**src/bfis_alu.sv**
```systemverilog
// Shared increment/decrement unit with compare against a limit and a zero test.
module bfis_alu #(
    parameter int W = 18
) (
    input  logic [W-1:0] i_a,
    input  logic         i_dec,
    input  logic [W-1:0] i_cmp,
    output logic [W-1:0] o_sum,
    output logic         o_ge,
    output logic         o_a_zero
);
    always_comb begin
        o_sum    = i_dec ? (i_a - W'(1)) : (i_a + W'(1));
        o_ge     = (o_sum >= i_cmp);
        o_a_zero = (i_a == '0);
    end
endmodule

```
**config.mk**
```make
export PLATFORM = sky130hd
export DESIGN_NAME = bfis_alu
export DESIGN_NICKNAME = d
export VERILOG_FILES = /design/src/bfis_alu.sv
export SDC_FILE = /design/constraint.sdc
export NUM_CORES = 1
export LEC_CHECK = 0
export ABC_AREA = 1
export BUFFER_PORTS_ARGS = -buffer_cell sky130_fd_sc_hd__clkbuf_2
export CAP_MARGIN = 10
export CORE_ASPECT_RATIO = 0.8
export CORE_MARGIN = 3
export CORE_UTILIZATION = 45
export DETAILED_ROUTE_END_ITERATION = 10
export GPL_TIMING_DRIVEN = 0
export PLACE_DENSITY = 0.77
export SLEW_MARGIN = 25
export SYNTH_ARGS = -nofsm -noshare
export SYNTH_HDL_FRONTEND = slang
export SYNTH_SLANG_ARGS = --single-unit
export TNS_END_PERCENT = 5
```
**constraint.sdc**
```tcl
create_clock -name vclk -period 2.05
set_input_delay 0.205 -clock vclk [all_inputs]
set_output_delay 0.205 -clock vclk [all_outputs]
set_load 0.02 [all_outputs]
```
==> flow_summary.ini <==
[drt]
via_per_inst = 5.97
wl_per_cell_um = 19.5
via_count = 2273
ant_nets = 0
dr.pass1.iters = 4
drcViolationCount = 0
drtIter0Drc = 228
routed_wl_um = 7420

[place]
dpl_worst_slack_ns = -0.940
dp.final_hpwl_um = 3470
place_congestion = 0.854
post_dp_cell_area_sq_mm = 0.00189
portBuffers = 57

[sta]
hold_violations = 0
slew_headroom = 0.761
fin_ws_ns = -0.631
setup_violations = 1
drv_slew = 0
fmax_mhz = 373
fin_crit_ns = 2.68
worst_slew_pin_slew_ns = 0.355
finalCritPeriodShare = 1.31
rsz0062_at_grt = yes

[setup_path]
arrival_ns = 2.48
crit_fanout = 5
cp-end-kind = primary output
worstSetupPathType = in2out
cp-start-kind = input port
required_ns = 1.85

[cells_and_area]
area_growth_pct = 82.6
layout-drive-gt1-share = 0.563
mostFrequentLayoutCells = clkbuf_2, inv_1, nand2_1
fill_cells = 120
final_common_cell = clkbuf_2
layout.nets = 417
regArea_sq_um = 0
final_cell_area_sq_mm = 0.00271
diodes = 0
n_clock_buffer = 0
seq_cells = 0
multiInputGateArea_sq_mm = 0.00198

[synthesis]
synth_largest_area_cell = ha_1
post-synth-top-area-fraction = 0.286
yosys.cell_types.count = 21
yosys_warnings = 0
yosysSeqAreaShare = 0
avgSynthCellArea_sq_um = 5.56
syn-num-nets = 339
synth.area.top_cells = ha_1, nand2_1, inv_1
postSynthCellCount = 267
netlist_area_sq_mm = 0.00149

[power_and_ir_drop]
fin_total_pwr_mw = 1.20
ir_drop_uv = 288
p_leak_nw = 1.37
pwr_density_cell_mw_per_mm2 = 444

[floorplanning]
die_h_um = 57.4
core_area_sq_mm = 0.00296
die_w_um = 70.2
io_pins = 57
num_rows = 17
start_util = 0.502
die-area_sq_mm = 0.00403

[min_path]
hp-class = in2out

[global_routing]
antenna_found_initial = 0
grt_use_total = 0.252
gr-total-overflow = 0
grt_pass1_wl_um = 8530
grt_pass1_vias = 1913
grt_max_degree = 7

[status]
status = finished with violations
violations = negative setup slack

[flow_run]
cap_violations = 0
## power breakdown
| group | switching, mW | internal [mW] | total (mW) |
|---|---|---|---|
| registers | 0 | 0 | 0 |
| logic | 0.698 | 0.506 | 1.20 |
| clock network | 0 | 0 | 0 |
| total | 0.698 | 0.506 | 1.20 |
## cell type report
cell class                      instances  area share
Inverter                               49      0.0678
Timing Repair Buffer                   76       0.185
Multi-Input combinational cell        218       0.730
Tap cell                               38      0.0175
## stage by stage
step	utilization	hold slack (ns)	TNS, ns	instances
floorplan	-	0.511	-0.289	267
detailed placement	0.640	0.794	-1.88	362
global route	0.917	0.756	-0.758	381
global placement	0.640	0.792	-1.50	362
CTS	0.789	0.721	-0.416	372
finish	0.917	0.731	-0.631	381
## critical path, cell delays in order
cell and delay, ns:
clkbuf_16 0.15, ha_4 0.30, nand2_2 0.11, nand2_4 0.08
a21oi_4 0.18, nand3_4 0.13, nand2_2 0.10, nand2_1 0.05
nand2_1 0.06, nand2_2 0.09, ha_4 0.30, nand2_4 0.05
nor2_1 0.12, and2_4 0.16, nand4_1 0.08, nand4_1 0.13
clkbuf_8 0.16
## metal layers
layer / up-vias / GRT usage / wire length (um)
li1: 1009 / - / -
met1: 1033 / 0.337 / 2760
met2: 182 / 0.451 / 3590
met3: 49 / 0.0176 / 674
met4: 0 / 0.0410 / 393
met5: - / 0 / 0
## cell usage after synthesis
library cell / instances
nand2_1: 81
inv_1: 49
ha_1: 34
nor2_1: 25
a21oi_1: 23
nand3_1: 13
o21ai_0: 8
xor2_1: 6
nand2_2: 5
nand4_1: 4
and2_1: 3
nor4_1: 3
xnor2_1: 3
nor2_2: 2
nor3_1: 2
a21oi_2: 1
fa_1: 1
nand3_2: 1
o21a_1: 1
o21ai_2: 1
o21bai_1: 1
## kinds of logic (layout without fill, tap and decap cells)
| kind of cell | after synthesis | count (layout) | share of synthesized area |
|---|---|---|---|
| simple gates | 139 | 139 | 0.397 |
| compound gates | 35 | 35 | 0.126 |
| xor+xnor | 9 | 9 | 0.0531 |
| buf+inv | 49 | 125 | 0.124 |
| fa+ha+maj | 35 | 35 | 0.300 |
## worst paths after layout
path,start,endpoint,depth (start not counted),slack [ns]
worst min-delay path,i_a[0],o_sum[0],3,0.73
worst max-delay path,i_dec,o_ge,17,-0.63
## what timing repair did
action / 4_1_cts / 5_1_grt
hold buffers: 0 / 0
setup endpoints to repair: 13 / 1
gates resized for setup: 61 / 69
cloned: 3 / 0
pin swaps: 24 / 52
setup buffers: 7 / 9
(Power assumes the default switching activity.)
